File: config.mk
export PLATFORM = sky130hd
export DESIGN_NAME = csrspmv_queue
export DESIGN_NICKNAME = d
export VERILOG_FILES = /design/src/sv/csrspmv_pkg.sv /design/src/sv/csrspmv_queue.sv
export SDC_FILE = /design/constraint.sdc
export NUM_CORES = 1
export LEC_CHECK = 0
export BUFFER_PORTS_ARGS = -buffer_cell sky130_fd_sc_hd__clkbuf_2
export CORE_AREA = 8 8 176 145
export DETAILED_ROUTE_END_ITERATION = 8
export DIE_AREA = 0 0 184 153
export HOLD_SLACK_MARGIN = 0.1
export PLACE_DENSITY_LB_ADDON = 0.12
export RECOVER_POWER = 25
export SKIP_CTS_REPAIR_TIMING = 1
export SYNTH_ARGS = -nofsm -noshare
export SYNTH_HDL_FRONTEND = slang
export SYNTH_SLANG_ARGS = --single-unit
File: constraint.sdc
create_clock -name clock -period 4 [get_ports clock]
set_input_delay 0.8 -clock clock [delete_from_list [all_inputs] [get_ports clock]]
set_output_delay 0.8 -clock clock [all_outputs]
set_load 0.02 [all_outputs]
File: src/sv/csrspmv_pkg.sv
// Shared types, constants and helper functions for the sparse matrix-vector block.
// No dependencies; used by every module of the block.
`default_nettype none

package csrspmv_pkg;

   localparam int VEC_LEN_DEF = 4096;
   localparam int IDX_W       = 12;
   localparam int VAL_W       = 32;
   localparam int EPOCH_W     = 4;
   localparam int Q_DEPTH     = 4;
   localparam int PTR_W       = $clog2(Q_DEPTH);
   localparam int CNT_W       = $clog2(Q_DEPTH + 1);

   localparam logic [VAL_W-1:0]   QNAN      = 32'h7FC0_0000;
   localparam logic [EPOCH_W-1:0] EPOCH_MAX = {EPOCH_W{1'b1}};

   typedef enum logic [1:0] {
      CMD_CLEAR   = 2'd0,
      CMD_LOAD    = 2'd1,
      CMD_NONZERO = 2'd2,
      CMD_EMPTY   = 2'd3
   } cmd_type;

   typedef enum logic {
      FS_SWEEP,
      FS_RUN
   } front_state_type;

   // one unit of work for the arithmetic back end
   typedef struct packed {
      logic             empty_row;
      logic             last;
      logic [VAL_W-1:0] a;
      logic [VAL_W-1:0] b;
   } op_type;

   function automatic logic [4:0] lzc24(input logic [23:0] v);
      logic [4:0] n;
      logic       found;
      n     = 5'd24;
      found = 1'b0;
      for (int i = 23; i >= 0; i--) begin
         if (!found && v[i]) begin
            n     = 5'(23 - i);
            found = 1'b1;
         end
      end
      return n;
   endfunction

   function automatic logic [4:0] lzc27(input logic [26:0] v);
      logic [4:0] n;
      logic       found;
      n     = 5'd27;
      found = 1'b0;
      for (int i = 26; i >= 0; i--) begin
         if (!found && v[i]) begin
            n     = 5'(26 - i);
            found = 1'b1;
         end
      end
      return n;
   endfunction

endpackage

`default_nettype wire

File: src/sv/csrspmv_queue.sv
// Short register queue between front and back end.
// Depends on csrspmv_pkg.
`default_nettype none

module csrspmv_queue (
   input  wire                                clock,
   input  wire                                reset,
   input  wire                                push,
   input  csrspmv_pkg::op_type                push_op,
   input  wire                                pop,
   output csrspmv_pkg::op_type                head,
   output logic                               head_valid,
   output logic [csrspmv_pkg::CNT_W-1:0]      count
);

   csrspmv_pkg::op_type                  entry_ff [csrspmv_pkg::Q_DEPTH];
   logic [csrspmv_pkg::PTR_W-1:0]        wr_ff, wr_in;
   logic [csrspmv_pkg::PTR_W-1:0]        rd_ff, rd_in;
   logic [csrspmv_pkg::CNT_W-1:0]        cnt_ff, cnt_in;

   always_comb begin
      wr_in  = push ? wr_ff + csrspmv_pkg::PTR_W'(1) : wr_ff;
      rd_in  = pop  ? rd_ff + csrspmv_pkg::PTR_W'(1) : rd_ff;
      cnt_in = cnt_ff + csrspmv_pkg::CNT_W'(push) - csrspmv_pkg::CNT_W'(pop);
   end

   always_ff @(posedge clock) begin
      if (reset) begin
         wr_ff  <= '0;
         rd_ff  <= '0;
         cnt_ff <= '0;
      end else begin
         wr_ff  <= wr_in;
         rd_ff  <= rd_in;
         cnt_ff <= cnt_in;
      end
   end

   always_ff @(posedge clock) begin
      if (push) begin
         entry_ff[wr_ff] <= push_op;
      end
   end

   assign head       = entry_ff[rd_ff];
   assign head_valid = (cnt_ff != '0);
   assign count      = cnt_ff;

endmodule

`default_nettype wire

==> flow_summary.json, run 1 <==
{
  "root_buffer": "clkbuf_16",
  "ys_ff_latch": 273,
  "post-place-ws_ns": 1.30,
  "ys.flop_type": "edfxtp_1",
  "cts_sinks": 273,
  "die_y_um": 153,
  "routed_via_density": 5.08,
  "core_um2": 22800,
  "path_max_fanout": 29,
  "clk_latency_ns": 0.52,
  "area_growth_pct": 18.1,
  "power_density_nw_per_um2": 541,
  "cpMaxStageDelayCell": "dfxtp_4",
  "leakagePower_nw": 3.88,
  "drc": 0,
  "cts_tree": "done",
  "wl_met1_mm": 7.62,
  "synth-seq-area-share_pct": 81.5,
  "holdWs_ns": 0.508,
  "startpoint_type": "register",
  "drt_wl_total_mm": 18.2,
  "period_share_pct": 78.6,
  "clock-skew-final_ns": 0.00661,
  "synth.area.top_cells": "edfxtp_1 (80%), mux4_2 (15%), dfxtp_1 (1.8%), ha_1 (0.75%), buf_6 (0.57%)",
  "diodes": 0,
  "synth_cell_types": 20,
  "grt_pass1_vias": 4905,
  "io_pins": 140,
  "critPathMaxStageDelay_ns": 0.72,
  "start_util_pct": 43.7,
  "wl_met2_mm": 8.83,
  "die-width_um": 184,
  "critical_path.n_buffers_inverters": 2,
  "endpoint_kind": "output pin",
  "place.gp.congestion": 0.690,
  "synth.most_common_cell": "edfxtp_1",
  "htreeDepth": 1,
  "setup_viol": 0,
  "final_util_pct": 51.6,
  "clkTransAtPathRegs_ns": 0.06,
  "drv_slew": 0,
  "tightestPinTransition_ns": 1.07,
  "worstSetupPathType": "register to output pin",
  "hp-start": "push_op[39]",
  "crit_required_ns": 3.20,
  "dr_wl_met3_mm": 1.36,
  "grt_first_pass_wirelength_mm": 28.1,
  "synthArstFlopShare_pct": 0,
  "finalWorstSetupSlack_ns": 0.856,
  "syn_inst": 385,
  "highest-signal-layer": "met5",
  "rsz0062_at_grt": "no",
  "r2r_start": "wr_ff[1]",
  "grt_use_total_pct": 13.0,
  "timing.slew.headroom_pct": 28.9,
  "drt_first_pass_iters": 4,
  "status": "complete, no violations",
  "drtIter0Drc": 311,
  "synth_top_cell_by_area": "edfxtp_1",
  "yosys-top-cells-count": "edfxtp_1 (264), mux4_2 (66), dfxtp_1 (9)",
  "netlist_area_um2": 9950,
  "cts_made_buffers": 27,
  "final_nets": 618,
  "portBuffers": 139,
  "ant_nets": 0,
  "wl_per_cell_um": 20.9,
  "tns_ns": 0,
  "yosysWarnings": 0,
  "rows": 50,
  "cp.arrival_ns": 2.34,
  "grt_start_max_net_pins": 67,
  "cp_top_family": "flip-flops",
  "fin_crit_ns": 3.14,
  "clock.fmax_mhz": 318,
  "cts_buffer_depth": 3,
  "hold_violations": 0,
  "synth_nets": 462,
  "min_path_type": "primary input to register",
  "antenna_found_initial": 1,
  "syn_avg_cell_area_um2": 25.8,
  "drive_gt1_share_pct": 37.6,
  "synth_edf_count": 264,
  "grt_overflow": 0,
  "dieArea_um2": 28200,
  "dp_hpwl_mm": 10.5,
  "final.fill_count": 1852,
  "yosysTopAreaCellShare_pct": 79.7,
  "multi_input_area_um2": 1730,
  "vdd_drop_max_uv": 275,
  "seq_area_um2": 8120,
  "path_cells": "buf_12, mux4_2, clkbuf_2",
  "vias": 4436,
  "max_cap_violations": 0
}
==> worst reg2reg max path: cells and delay by family (launching register included) <==
family                   cells  cell delay [ns]
adder cells (fa/ha/maj)      1             0.14
buffers and inverters        1             0.09
flip-flops                   1             0.34
AND/OR/NAND/NOR              1             0.86
==> layer usage <==
metal	vias to the layer above	GRT usage (%)
met5	-	0
met4	2	3.38
met3	32	4.19
met2	127	21.8
met1	2318	16.0
li1	1957	-
==> sequential cells by signal (all words and copies together), names as in the netlist, named ones only <==
signal / count
count: 3
entry_ff: 264
rd_ff: 2
wr_ff: 2
==> cell usage in the layout (no fill, tap or decap) <==
| cell | netlist | layout |
|---|---|---|
| ha_1 | 6 | 6 |
| mux4_2 | 66 | 66 |
| buf_4 | 2 | 1 |
| dfxtp_4 | 0 | 2 |
| clkbuf_16 | 0 | 27 |
| buf_12 | 0 | 1 |
| clkbuf_1 | 2 | 45 |
| nor2b_1 | 2 | 2 |
| nand3b_1 | 1 | 1 |
| or3_1 | 1 | 1 |
| clkinv_1 | 0 | 7 |
| clkbuf_2 | 0 | 100 |
| and2_4 | 0 | 4 |
| inv_1 | 6 | 6 |
| bufinv_16 | 0 | 2 |
| xnor2_1 | 2 | 2 |
| a21bo_2 | 1 | 1 |
| dfxtp_1 | 9 | 7 |
| xor3_1 | 1 | 1 |
| fa_1 | 1 | 1 |
| clkinv_2 | 0 | 6 |
| nor2_1 | 5 | 5 |
| clkinvlp_4 | 0 | 1 |
| a21oi_1 | 1 | 1 |
| mux2i_1 | 1 | 1 |
| edfxtp_1 | 264 | 264 |
==> path summary, 6_finish.rpt <==
path / slack, ns / endpoint / depth (start not counted)
max: 0.86 / head[24] / 3
min: 0.51 / entry_ff[0][39] / 1
max reg2reg: 2.16 / entry_ff[1][51] / 3
min reg2reg: 0.54 / register / 2
==> logic make-up (layout without fill, tap and decap cells) <==
kind of cell               after synthesis  after routing  share of synthesized area, %
DFF                                    273            273                          81.5
buffers and inverters                   20            196                          1.27
muxes                                   67             67                          15.0
and+or+nand+nor                         13             13                         0.704
xor gates and xnor gates                 3              3                         0.415
adders and majority gates                7              7                         0.955
AOI/OAI and AO/OA                        2              2                         0.151
==> area by class of cell <==
class / count / area share (%)
clock buffers: 33 / 5.94
clock inverters: 16 / 1.05
inverters: 6 / 0.192
multi-input cells: 92 / 14.7
flip-flops and latches: 273 / 69.1
well taps: 312 / 3.32
repair buffers: 141 / 5.74
==> per-stage QoR <==
stage,cells,total power [mW],instance area (um^2)
after floorplan,385,3.84,9950
after CTS,873,6.44,11800
after detailed placement,824,4.11,11000
after global placement,824,4.08,11000
after global routing,873,6.58,11800
final,873,6.35,11800
==> report_power, final <==
group          internal, mW  switching, mW  total [mW]
Sequential             3.29         0.0706        3.36
Clock                  1.36          0.975        2.34
Combinational         0.276          0.381       0.657
Total                  4.93           1.43        6.35
(Power assumes the default switching activity.)
==> run 2: changes to the inputs <==
- clock period: 4 -> 3.2 ns (I/O delays scaled with it)
==> flow_summary.json, run 2 (same netlist as run 1, synthesis figures left out) <==
{
  "status": "complete, no violations",
  "switchingPower_mw": 1.80,
  "rsz0062_at_grt": "no",
  "stdcell_count": 880,
  "drt_wl_total_mm": 18.7,
  "drv_slew": 0,
  "clk_latency_ns": 0.52,
  "cp_top_family": "flip-flops",
  "r2r_cells": 4,
  "hold-path-cell-count": 1,
  "switching_share_pct": 22.7,
  "ff2ff_setup_slack_ns": 1.43,
  "place.gp.congestion": 0.696,
  "core_um2": 22800,
  "multi_input_area_um2": 1730,
  "intPower_mw": 6.12,
  "io_pins": 140,
  "final_nets": 626,
  "tightestPinTransition_ns": 0.550,
  "grt_use_total_pct": 13.3,
  "cts_sinks": 273,
  "root_buffer": "clkbuf_16",
  "worstSetupPathType": "register to output pin",
  "die-width_um": 184,
  "clockPowerShare_pct": 36.4,
  "drtIter0Drc": 285,
  "dieArea_um2": 28200,
  "r2r_start": "wr_ff[0]",
  "placed_cells": 831,
  "largest_register_ff_count": 264,
  "ant_nets": 0,
  "clkTransAtPathRegs_ns": 0.06,
  "diodes": 0,
  "drt_first_pass_iters": 4,
  "path_cells": "buf_12, mux4_2, clkbuf_2",
  "drive_gt1_share_pct": 37.5,
  "hp-start": "push_op[6]",
  "setup_viol": 0,
  "grt_start_max_net_pins": 36,
  "min_path_type": "primary input to register",
  "hold_end": "entry_ff[3][6]",
  "critical_path.n_buffers_inverters": 2,
  "antenna_found_initial": 2,
  "grt_pass1_vias": 5058,
  "rows": 50,
  "fin_crit_ns": 2.86,
  "tns_ns": 0,
  "clock.fmax_mhz": 350,
  "startpoint_type": "register",
  "r2r-end": "entry_ff[2][37]",
  "power_density_nw_per_um2": 668,
  "path_max_fanout": 33,
  "grt_first_pass_wirelength_mm": 28.8,
  "max_cap_violations": 0,
  "comb_power_share_pct": 11.0,
  "cts_buffer_depth": 3,
  "vdd_drop_max_uv": 413,
  "cpMaxStageDelayCell": "dfxtp_4",
  "cp.arrival_ns": 2.22,
  "endpoint_kind": "output pin",
  "crit_required_ns": 2.56,
  "clock-skew-final_ns": 0.00926,
  "leakagePower_nw": 3.91,
  "final_common_cell": "edfxtp_1",
  "period_share_pct": 89.2,
  "routed_via_density": 5.02,
  "area_growth_pct": 19.0,
  "portBuffers": 139,
  "seq_area_um2": 8120,
  "final.fill_count": 1834,
  "cts_tree": "done",
  "die_y_um": 153,
  "htreeDepth": 1,
  "top_register": "entry_ff",
  "hold_violations": 0,
  "drc": 0,
  "vias": 4418,
  "critPathMaxStageDelay_ns": 0.58,
  "grt_overflow": 0,
  "wl_per_cell_um": 21.3,
  "timing.slew.headroom_pct": 63.3,
  "cts_made_buffers": 28,
  "start_util_pct": 43.7,
  "seq_power_share_pct": 52.7,
  "most-common-layout-cells": "edfxtp_1 (264), clkbuf_2 (98), mux4_2 (66)"
}
-- run 2: area by class of cell --
class                      instances  share of cell area (%)
sequential                       273                    68.5
multi-input combinational         92                    14.6
timing repair buffer             148                    6.54
clock buffer                      39                    6.44
tap                              312                    3.30
clock inverter                    10                   0.412
inverter                           6                   0.190
-- run 2: worst max-delay path by stage --
stage	startpoint	end	slack (ns)	cells past startpoint
2_1_floorplan	push	entry_ff[0][0]	0.58	1
3_3_place_gp	register	head[34]	0.83	3
3_5_place_dp	register	head[34]	0.83	3
4_1_cts	register	head[34]	0.26	3
5_1_grt	register	head[26]	0.19	3
6_report	register	head[26]	0.34	3
-- run 2: layer usage --
layer | routed length [um] | GRT usage [%] | vias to the layer above
met1 | 7840 | 16.5 | 2281
met4 | 399 | 3.26 | 4
met5 | 27 | 0 | -
li1 | - | - | 1974
met2 | 9210 | 22.3 | 121
met3 | 1240 | 4.12 | 38
-- run 2: through the flow --
| stage | setup slack, ns | power, mW | hold WS, ns | cell area, um^2 | utilization (%) |
|---|---|---|---|---|---|
| after floorplan | 0.578 | 4.80 | 0.492 | 9950 | - |
| after global placement | 0.831 | 5.12 | 0.506 | 11100 | 48.7 |
| after detailed placement | 0.831 | 5.15 | 0.539 | 11100 | 48.7 |
| after CTS | 0.261 | 8.03 | 0.306 | 11900 | 52.2 |
| after global routing | 0.192 | 8.21 | 0.329 | 11800 | 52.0 |
| final | 0.345 | 7.91 | 0.339 | 11800 | 52.0 |
-- run 2: power by group through the flow --
| stage | registers (mW) | logic, mW | clock network (mW) |
|---|---|---|---|
| floorplan | 4.24 | 0.568 | 0 |
| global placement | 4.23 | 0.886 | 0 |
| detailed placement | 4.25 | 0.900 | 0 |
| CTS | 4.17 | 0.904 | 2.96 |
| global route | 4.18 | 0.938 | 3.09 |
| finish | 4.17 | 0.869 | 2.88 |
