===== src/sv/csrspmv_pkg.sv =====
// Shared types, constants and helper functions for the sparse matrix-vector block.
// No dependencies; used by every module of the block.
`default_nettype none

package csrspmv_pkg;

   localparam int VEC_LEN_DEF = 4096;
   localparam int IDX_W       = 12;
   localparam int VAL_W       = 32;
   localparam int EPOCH_W     = 4;
   localparam int Q_DEPTH     = 4;
   localparam int PTR_W       = $clog2(Q_DEPTH);
   localparam int CNT_W       = $clog2(Q_DEPTH + 1);

   localparam logic [VAL_W-1:0]   QNAN      = 32'h7FC0_0000;
   localparam logic [EPOCH_W-1:0] EPOCH_MAX = {EPOCH_W{1'b1}};

   typedef enum logic [1:0] {
      CMD_CLEAR   = 2'd0,
      CMD_LOAD    = 2'd1,
      CMD_NONZERO = 2'd2,
      CMD_EMPTY   = 2'd3
   } cmd_type;

   typedef enum logic {
      FS_SWEEP,
      FS_RUN
   } front_state_type;

   // one unit of work for the arithmetic back end
   typedef struct packed {
      logic             empty_row;
      logic             last;
      logic [VAL_W-1:0] a;
      logic [VAL_W-1:0] b;
   } op_type;

   function automatic logic [4:0] lzc24(input logic [23:0] v);
      logic [4:0] n;
      logic       found;
      n     = 5'd24;
      found = 1'b0;
      for (int i = 23; i >= 0; i--) begin
         if (!found && v[i]) begin
            n     = 5'(23 - i);
            found = 1'b1;
         end
      end
      return n;
   endfunction

   function automatic logic [4:0] lzc27(input logic [26:0] v);
      logic [4:0] n;
      logic       found;
      n     = 5'd27;
      found = 1'b0;
      for (int i = 26; i >= 0; i--) begin
         if (!found && v[i]) begin
            n     = 5'(26 - i);
            found = 1'b1;
         end
      end
      return n;
   endfunction

endpackage

`default_nettype wire


===== src/sv/csrspmv_back.sv =====
// Back end: fp32 multiply pipeline, accumulate loop and result register.
// Depends on csrspmv_pkg.
`default_nettype none

module csrspmv_back (
   input  wire                               clock,
   input  wire                               reset,
   input  csrspmv_pkg::op_type               head,
   input  wire                               head_valid,
   output logic                              pop,
   output logic                              rsp_valid,
   input  wire                               rsp_ready,
   output logic [csrspmv_pkg::VAL_W-1:0]     rsp_data
);

   // ---------------- M1: unpack and normalise operands
   logic               m1_valid_ff, m1_empty_ff, m1_last_ff;
   logic               m1_sign_ff, m1_nan_ff, m1_inf_ff, m1_zero_ff;
   logic [23:0]        m1_ma_ff, m1_mb_ff;
   logic signed [10:0] m1_exp_ff;

   logic [7:0]         ea, eb;
   logic [23:0]        ma0, mb0;
   logic [4:0]         lza, lzb;
   logic               a_nan, b_nan, a_inf, b_inf, a_zero, b_zero;
   logic signed [10:0] ean, ebn;

   // ---------------- M2: mantissa product
   logic               m2_valid_ff, m2_empty_ff, m2_last_ff;
   logic               m2_sign_ff, m2_nan_ff, m2_inf_ff, m2_zero_ff;
   logic [47:0]        m2_p_ff;
   logic signed [10:0] m2_exp_ff;

   // ---------------- M3: rounded product
   logic               m3_valid_ff, m3_empty_ff, m3_last_ff;
   logic [31:0]        m3_bits_ff;

   logic signed [10:0] pe;
   logic [47:0]        pm, pshifted, pmask;
   logic [5:0]         psh;
   logic               pr, ps, pinc, povf;
   logic [7:0]         pef;
   logic [30:0]        pround;
   logic [31:0]        pbits;

   // ---------------- A1/A2: accumulate
   logic               a1_valid_ff;
   logic               a1_empty_ff, a1_last_ff;
   logic [27:0]        a1_sum_ff;
   logic [7:0]         a1_e_ff;
   logic               a1_sign_ff, a1_bothzero_ff, a1_zsign_ff;
   logic               a1_nan_ff, a1_inf_ff, a1_infsign_ff;

   logic [31:0]        acc_ff, acc_in;
   logic               rsp_valid_ff, rsp_valid_in;
   logic [31:0]        rsp_data_ff;

   logic [31:0]        x, y, big, sml;
   logic               xn, yn, xi, yi;
   logic [7:0]         eb_e, es_e, dexp;
   logic [4:0]         dc;
   logic [26:0]        mb_ext, ms_ext, ms_sh, ms_mask;
   logic               ms_st;
   logic [27:0]        sum;

   logic [4:0]         nlz;
   logic [7:0]         nlim, nsh;
   logic [26:0]        norm;
   logic [8:0]         ne;
   logic [23:0]        nkeep;
   logic               nr, ns, ninc;
   logic [30:0]        nround;
   logic [31:0]        res;

   logic               adv, issue, finish;

   always_comb begin
      ea     = head.a[30:23];
      eb     = head.b[30:23];
      ma0    = {ea != 8'd0, head.a[22:0]};
      mb0    = {eb != 8'd0, head.b[22:0]};
      lza    = csrspmv_pkg::lzc24(ma0);
      lzb    = csrspmv_pkg::lzc24(mb0);
      a_nan  = (ea == 8'hFF) && (head.a[22:0] != '0);
      b_nan  = (eb == 8'hFF) && (head.b[22:0] != '0);
      a_inf  = (ea == 8'hFF) && (head.a[22:0] == '0);
      b_inf  = (eb == 8'hFF) && (head.b[22:0] == '0);
      a_zero = (head.a[30:0] == '0);
      b_zero = (head.b[30:0] == '0);
      ean    = $signed({3'b0, (ea == 8'd0) ? 8'd1 : ea}) - $signed({6'b0, lza});
      ebn    = $signed({3'b0, (eb == 8'd0) ? 8'd1 : eb}) - $signed({6'b0, lzb});
   end

   // product normalise and round to nearest even
   always_comb begin
      pe   = m2_exp_ff + (m2_p_ff[47] ? 11'sd1 : 11'sd0);
      pm   = m2_p_ff[47] ? m2_p_ff : {m2_p_ff[46:0], 1'b0};
      if (pe > 11'sd0) begin
         psh = 6'd0;
      end else if (pe < -11'sd47) begin
         psh = 6'd49;
      end else begin
         psh = 6'(11'sd1 - pe);
      end
      pshifted = pm >> psh;
      pmask    = ~({48{1'b1}} << psh);
      pr       = pshifted[23];
      ps       = (|pshifted[22:0]) || (|(pm & pmask));
      pinc     = pr && (ps || pshifted[24]);
      povf     = pe > 11'sd254;
      pef      = (pe > 11'sd0) ? pe[7:0] : 8'd0;
      pround   = {pef, pshifted[46:24]} + 31'(pinc);
      if (m2_nan_ff) begin
         pbits = csrspmv_pkg::QNAN;
      end else if (m2_inf_ff || povf) begin
         pbits = {m2_sign_ff, 8'hFF, 23'd0};
      end else if (m2_zero_ff) begin
         pbits = {m2_sign_ff, 31'd0};
      end else begin
         pbits = {m2_sign_ff, pround};
      end
   end

   // align and add against the accumulator
   always_comb begin
      x       = acc_ff;
      y       = m3_bits_ff;
      xn      = (x[30:23] == 8'hFF) && (x[22:0] != '0);
      yn      = (y[30:23] == 8'hFF) && (y[22:0] != '0);
      xi      = (x[30:23] == 8'hFF) && (x[22:0] == '0);
      yi      = (y[30:23] == 8'hFF) && (y[22:0] == '0);
      big     = (x[30:0] >= y[30:0]) ? x : y;
      sml     = (x[30:0] >= y[30:0]) ? y : x;
      eb_e    = (big[30:23] == 8'd0) ? 8'd1 : big[30:23];
      es_e    = (sml[30:23] == 8'd0) ? 8'd1 : sml[30:23];
      dexp    = eb_e - es_e;
      dc      = (dexp > 8'd27) ? 5'd27 : dexp[4:0];
      mb_ext  = {big[30:23] != 8'd0, big[22:0], 3'b000};
      ms_ext  = {sml[30:23] != 8'd0, sml[22:0], 3'b000};
      ms_mask = ~({27{1'b1}} << dc);
      ms_st   = |(ms_ext & ms_mask);
      ms_sh   = (ms_ext >> dc) | {26'd0, ms_st};
      sum     = (big[31] ^ sml[31]) ? ({1'b0, mb_ext} - {1'b0, ms_sh})
                                    : ({1'b0, mb_ext} + {1'b0, ms_sh});
   end

   // normalise and round the sum
   always_comb begin
      nlz  = csrspmv_pkg::lzc27(a1_sum_ff[26:0]);
      nlim = a1_e_ff - 8'd1;
      nsh  = (8'(nlz) < nlim) ? 8'(nlz) : nlim;
      norm = a1_sum_ff[26:0] << nsh;
      if (a1_sum_ff[27]) begin
         nkeep = a1_sum_ff[27:4];
         nr    = a1_sum_ff[3];
         ns    = |a1_sum_ff[2:0];
         ne    = 9'(a1_e_ff) + 9'd1;
      end else begin
         nkeep = norm[26:3];
         nr    = norm[2];
         ns    = |norm[1:0];
         ne    = norm[26] ? 9'(a1_e_ff - nsh) : 9'd0;
      end
      ninc   = nr && (ns || nkeep[0]);
      nround = {ne[7:0], nkeep[22:0]} + 31'(ninc);
      if (a1_nan_ff) begin
         res = csrspmv_pkg::QNAN;
      end else if (a1_inf_ff) begin
         res = {a1_infsign_ff, 8'hFF, 23'd0};
      end else if (a1_sum_ff == '0) begin
         res = {a1_bothzero_ff ? a1_zsign_ff : 1'b0, 31'd0};
      end else if (ne == 9'd255) begin
         res = {a1_sign_ff, 8'hFF, 23'd0};
      end else begin
         res = {a1_sign_ff, nround};
      end
   end

   // one add in flight at a time; a result needs a free output register
   assign issue  = m3_valid_ff && !a1_valid_ff &&
                   (!(m3_last_ff || m3_empty_ff) || !rsp_valid_ff);
   assign adv    = !m3_valid_ff || issue;
   assign pop    = adv && head_valid;
   assign finish = a1_valid_ff && (a1_last_ff || a1_empty_ff);

   always_comb begin
      acc_in       = acc_ff;
      rsp_valid_in = rsp_valid_ff && !rsp_ready;
      if (a1_valid_ff) begin
         acc_in = (a1_last_ff || a1_empty_ff) ? 32'd0 : res;
      end
      if (finish) begin
         rsp_valid_in = 1'b1;
      end
   end

   always_ff @(posedge clock) begin
      if (reset) begin
         m1_valid_ff  <= 1'b0;
         m2_valid_ff  <= 1'b0;
         m3_valid_ff  <= 1'b0;
         a1_valid_ff  <= 1'b0;
         rsp_valid_ff <= 1'b0;
         acc_ff       <= 32'd0;
      end else begin
         if (adv) begin
            m1_valid_ff <= head_valid;
            m2_valid_ff <= m1_valid_ff;
            m3_valid_ff <= m2_valid_ff;
         end
         a1_valid_ff  <= issue;
         rsp_valid_ff <= rsp_valid_in;
         acc_ff       <= acc_in;
      end
   end

   always_ff @(posedge clock) begin
      if (adv) begin
         m1_empty_ff <= head.empty_row;
         m1_last_ff  <= head.last;
         m1_sign_ff  <= head.a[31] ^ head.b[31];
         m1_nan_ff   <= a_nan || b_nan || (a_inf && b_zero) || (b_inf && a_zero);
         m1_inf_ff   <= a_inf || b_inf;
         m1_zero_ff  <= a_zero || b_zero;
         m1_ma_ff    <= ma0 << lza;
         m1_mb_ff    <= mb0 << lzb;
         m1_exp_ff   <= ean + ebn - 11'sd127;

         m2_empty_ff <= m1_empty_ff;
         m2_last_ff  <= m1_last_ff;
         m2_sign_ff  <= m1_sign_ff;
         m2_nan_ff   <= m1_nan_ff;
         m2_inf_ff   <= m1_inf_ff && !m1_nan_ff;
         m2_zero_ff  <= m1_zero_ff && !m1_nan_ff && !m1_inf_ff;
         m2_p_ff     <= {24'd0, m1_ma_ff} * {24'd0, m1_mb_ff};
         m2_exp_ff   <= m1_exp_ff;

         m3_empty_ff <= m2_empty_ff;
         m3_last_ff  <= m2_last_ff;
         m3_bits_ff  <= pbits;
      end
      if (issue) begin
         a1_empty_ff    <= m3_empty_ff;
         a1_last_ff     <= m3_last_ff;
         a1_sum_ff      <= sum;
         a1_e_ff        <= eb_e;
         a1_sign_ff     <= big[31];
         a1_bothzero_ff <= (x[30:0] == '0) && (y[30:0] == '0);
         a1_zsign_ff    <= x[31] && y[31];
         a1_nan_ff      <= xn || yn || (xi && yi && (x[31] != y[31]));
         a1_inf_ff      <= xi || yi;
         a1_infsign_ff  <= xi ? x[31] : y[31];
      end
      if (finish) begin
         rsp_data_ff <= a1_empty_ff ? 32'd0 : res;
      end
   end

   assign rsp_valid = rsp_valid_ff;
   assign rsp_data  = rsp_data_ff;

endmodule

`default_nettype wire


===== config.mk =====
export PLATFORM = sky130hd
export DESIGN_NAME = csrspmv_back
export DESIGN_NICKNAME = d
export VERILOG_FILES = /design/src/sv/csrspmv_pkg.sv /design/src/sv/csrspmv_back.sv
export SDC_FILE = /design/constraint.sdc
export NUM_CORES = 2
export LEC_CHECK = 0
export CORE_MARGIN = 2
export CORE_UTILIZATION = 55
export CTS_CLUSTER_SIZE = 16
export DETAILED_ROUTE_END_ITERATION = 16
export DONT_BUFFER_PORTS = 1
export PLACE_DENSITY = 0.77
export SYNTH_ARGS = -nofsm -noshare
export SYNTH_HDL_FRONTEND = slang
export SYNTH_SLANG_ARGS = --single-unit

===== constraint.sdc =====
create_clock -name clock -period 18.79 [get_ports clock]
set_clock_uncertainty 0.2 [all_clocks]
set_input_delay 3.758 -clock clock [delete_from_list [all_inputs] [get_ports clock]]
set_output_delay 3.758 -clock clock [all_outputs]
set_load 0.02 [all_outputs]

==> out/qor.yml <==
timing:
  worstMarginPinSlew_ns: 1.32
  hold_viol: 0
  fin_setup_tns_ns: 0
  rsz0062_at_grt: "false"
  min_period_over_period: 0.642
  setup_ws_ns: 6.73
  relSlewSlack: 0.118
  slew_violations: 0
  hold_slack_ns: 0.212
  setup_viol: 0
  fmax_mhz: 82.9
  min_period_ns: 12.06
cts:
  insertion_delay_ns: 0.59
  root_buffer: "clkbuf_16"
  clkTransAtPathRegs_ns: 0.06
  cts.repair.resized: 0
  htreeDepth: 2
  cts.sink_count: 277
  ctsHoldBuffers: 0
  tritoncts: "yes"
  numCtsBuffers: 37
  cts_setup_buffers: 0
  cts_buffer_depth: 3
yosys:
  yosys_most_used_dff: "edfxtp_1"
  synth_edf_count: 240
  ys_warn_count: 0
  ys_seq_area_frac: 0.175
  synth_top_area_cell: "fa_1"
  syn_inst: 5305
  yosys-top-cells-area: "fa_1 21%, edfxtp_1 16%, ha_1 8.5%, nand2_1 5.9%, mux2i_1 5.8%"
  yosysUniqueCellTypes: 118
  ys_seq_elements: 277
  syn_area_per_cell_um2: 8.58
  syn_area_um2: 45500
  syn-num-nets: 6171
  synthArstFlopShare: 0
  synth_top_area_frac: 0.215
setup_path:
  critPathArrivalTime_ns: 12.15
  reg2regPathDepth: 45
  cp_slowest_cell: "xor2_1"
  crit_type: "flip-flop to flip-flop"
  r2r_start: "acc_ff[3]"
  worst-path-buf-inv: 4
  slowest_delay_ns: 0.72
  critPathLaunch: "acc_ff[3]"
  cp_top_family: "compound AO/OA/AOI/OAI gates"
  endpoint_kind: "flip-flop"
  timing.rr.end: "a1_sum_ff[25]"
  critPathLaunchType: "flip-flop"
  path_max_fanout: 60
  regToRegSetupSlack_ns: 6.73
  crit_top_cell: "o21ai_0"
  worst_ep_required_time_ns: 18.88
finish:
  syn_to_final_growth_pct: 4.29
  final_common_cell: "nand2_1"
  final_nets: 5987
  stdcell_area_um2: 47500
  nFillCells: 7267
  diodes: 0
  mostFrequentLayoutCells: "714 x nand2_1, 648 x inv_1, 488 x fa_1"
  drive_gt1_frac: 0.0540
worst_hold_path:
  hold_start: "m1_exp_ff[10]"
  holdPathEnd: "m2_exp_ff[10]"
  hp-class: "flip-flop to flip-flop"
  holdPathStages: 0
placed_design:
  gp_congestion: 1.02
  dpl_cell_area_um2: 46200
  io_buffer_count: 0
  dp_hpwl_um: 109000
  pre_cts_slack_ns: 7.18
floorplanning:
  initial_core_util: 0.555
  die_w_um: 292
  core_area_um2: 82000
  chipHeight_um: 292
  dieArea_um2: 85100
  num_io_pins: 104
  core.rowCount: 105
routing:
  routed_wl_um: 141000
  ant_nets: 0
  drt_iter0_drc: 3455
  vias: 39118
  avgRoutedWirePerCell_um: 22.6
  vias_per_cell: 6.29
  drc_errors: 0
  drt_first_pass_iters: 6
grt:
  grt.overflow.total: 0
  grt_pass1_wl_um: 220000
  grt_max_degree: 83
  grt_pass1_vias: 39253
  grt_usage: 0.329
  antenna_found_initial: 4
outcome:
  outcome: "finished, final reports clean"
job:
  maxCapViolations: 0
==> cells by family after synthesis <==
logic type,count (synthesis),share of synthesized area
other,1,0.0000824
AO/OA/AOI/OAI,940,0.137
buffers and inverters,949,0.0817
AND/OR/NAND/NOR,1828,0.190
XOR/XNOR,166,0.0319
multiplexers,348,0.0854
adder cells (fa/ha/maj),796,0.299
flip-flops,277,0.175
==> worst reg2reg max path, delay by kind of cell, from the launching register on <==
kind / cells / cell delay, ns
flip-flops: 1 / 0.55
AO/OA/AOI/OAI: 23 / 5.45
multiplexers: 2 / 0.63
AND/OR/NAND/NOR: 11 / 1.96
buffers and inverters: 4 / 0.88
adder cells (fa/ha/maj): 4 / 1.38
XOR/XNOR: 1 / 0.72
==> per-stage QoR <==
step           utilization  instances
2_1_floorplan            -       5305
3_3_place_gp         0.563       6152
3_5_place_dp         0.563       6152
4_1_cts              0.579       6219
5_1_grt              0.579       6219
6_report             0.579       6219
==> metal layers <==
metal / share of wire / track usage / wire length (um) / vias up
met2: 0.47 / 0.551 / 66700 / 1953
met4: 0.064 / 0.187 / 8980 / 2
met3: 0.085 / 0.0625 / 11900 / 447
li1: - / - / - / 17665
met1: 0.38 / 0.397 / 53200 / 19051
met5: 0.000099 / 0 / 14 / -
==> flip-flops by register name, indices dropped and copies added (netlist names), 8 cells and up <==
| register | flops |
|---|---|
| a1_sum_ff | 28 |
| rsp_data | 32 |
| m2_exp_ff | 11 |
| m3_bits_ff | 32 |
| m1_mb_ff | 24 |
| a1_e_ff | 8 |
| acc_ff | 32 |
| m2_p_ff | 48 |
| m1_exp_ff | 11 |
| m1_ma_ff | 24 |
==> worst max-delay path by stage <==
stage / end / slack, ns / cells after the start
floorplan: a1_sum_ff[25] / 7.90 / 56
global placement: a1_sum_ff[25] / 7.22 / 47
detailed placement: a1_sum_ff[25] / 7.18 / 45
CTS: a1_sum_ff[25] / 7.10 / 47
global route: a1_sum_ff[25] / 5.85 / 45
finish: a1_sum_ff[25] / 6.73 / 45
==> layout make-up <==
class | instances | area (um^2) | area share
clock buffer | 44 | 983 | 0.0207
clock inverter | 23 | 300 | 0.00633
inverter | 659 | 2480 | 0.0522
multi-input combinational | 4079 | 33900 | 0.715
sequential | 277 | 7950 | 0.167
tap | 1070 | 1340 | 0.0282
timing repair buffer | 67 | 503 | 0.0106
==> synth_stat cells (all sizes together) (13+ instances only) <==
library cell,number
a2111oi,13
o22ai,27
mux2,58
a21oi,231
a22oi,15
xor2,55
a211oi,57
nor3,97
or4,13
o211ai,41
a21o,46
clkbuf,220
o31a,14
and2,242
o21ai,213
nand2b,47
a31oi,48
nor2b,37
ha,308
mux2i,265
nand3,111
a221oi,15
and3,28
mux4,25
or3,21
buf,70
edfxtp,240
o221ai,17
o31ai,28
nor2,384
nand4,36
nand2,716
o21a,18
dfxtp,37
fa,488
inv,654
nor4,45
o21bai,23
xnor2,111
Power is not shown: default switching activity piles up to over one toggle a cycle in this logic, so the estimate is an artifact.
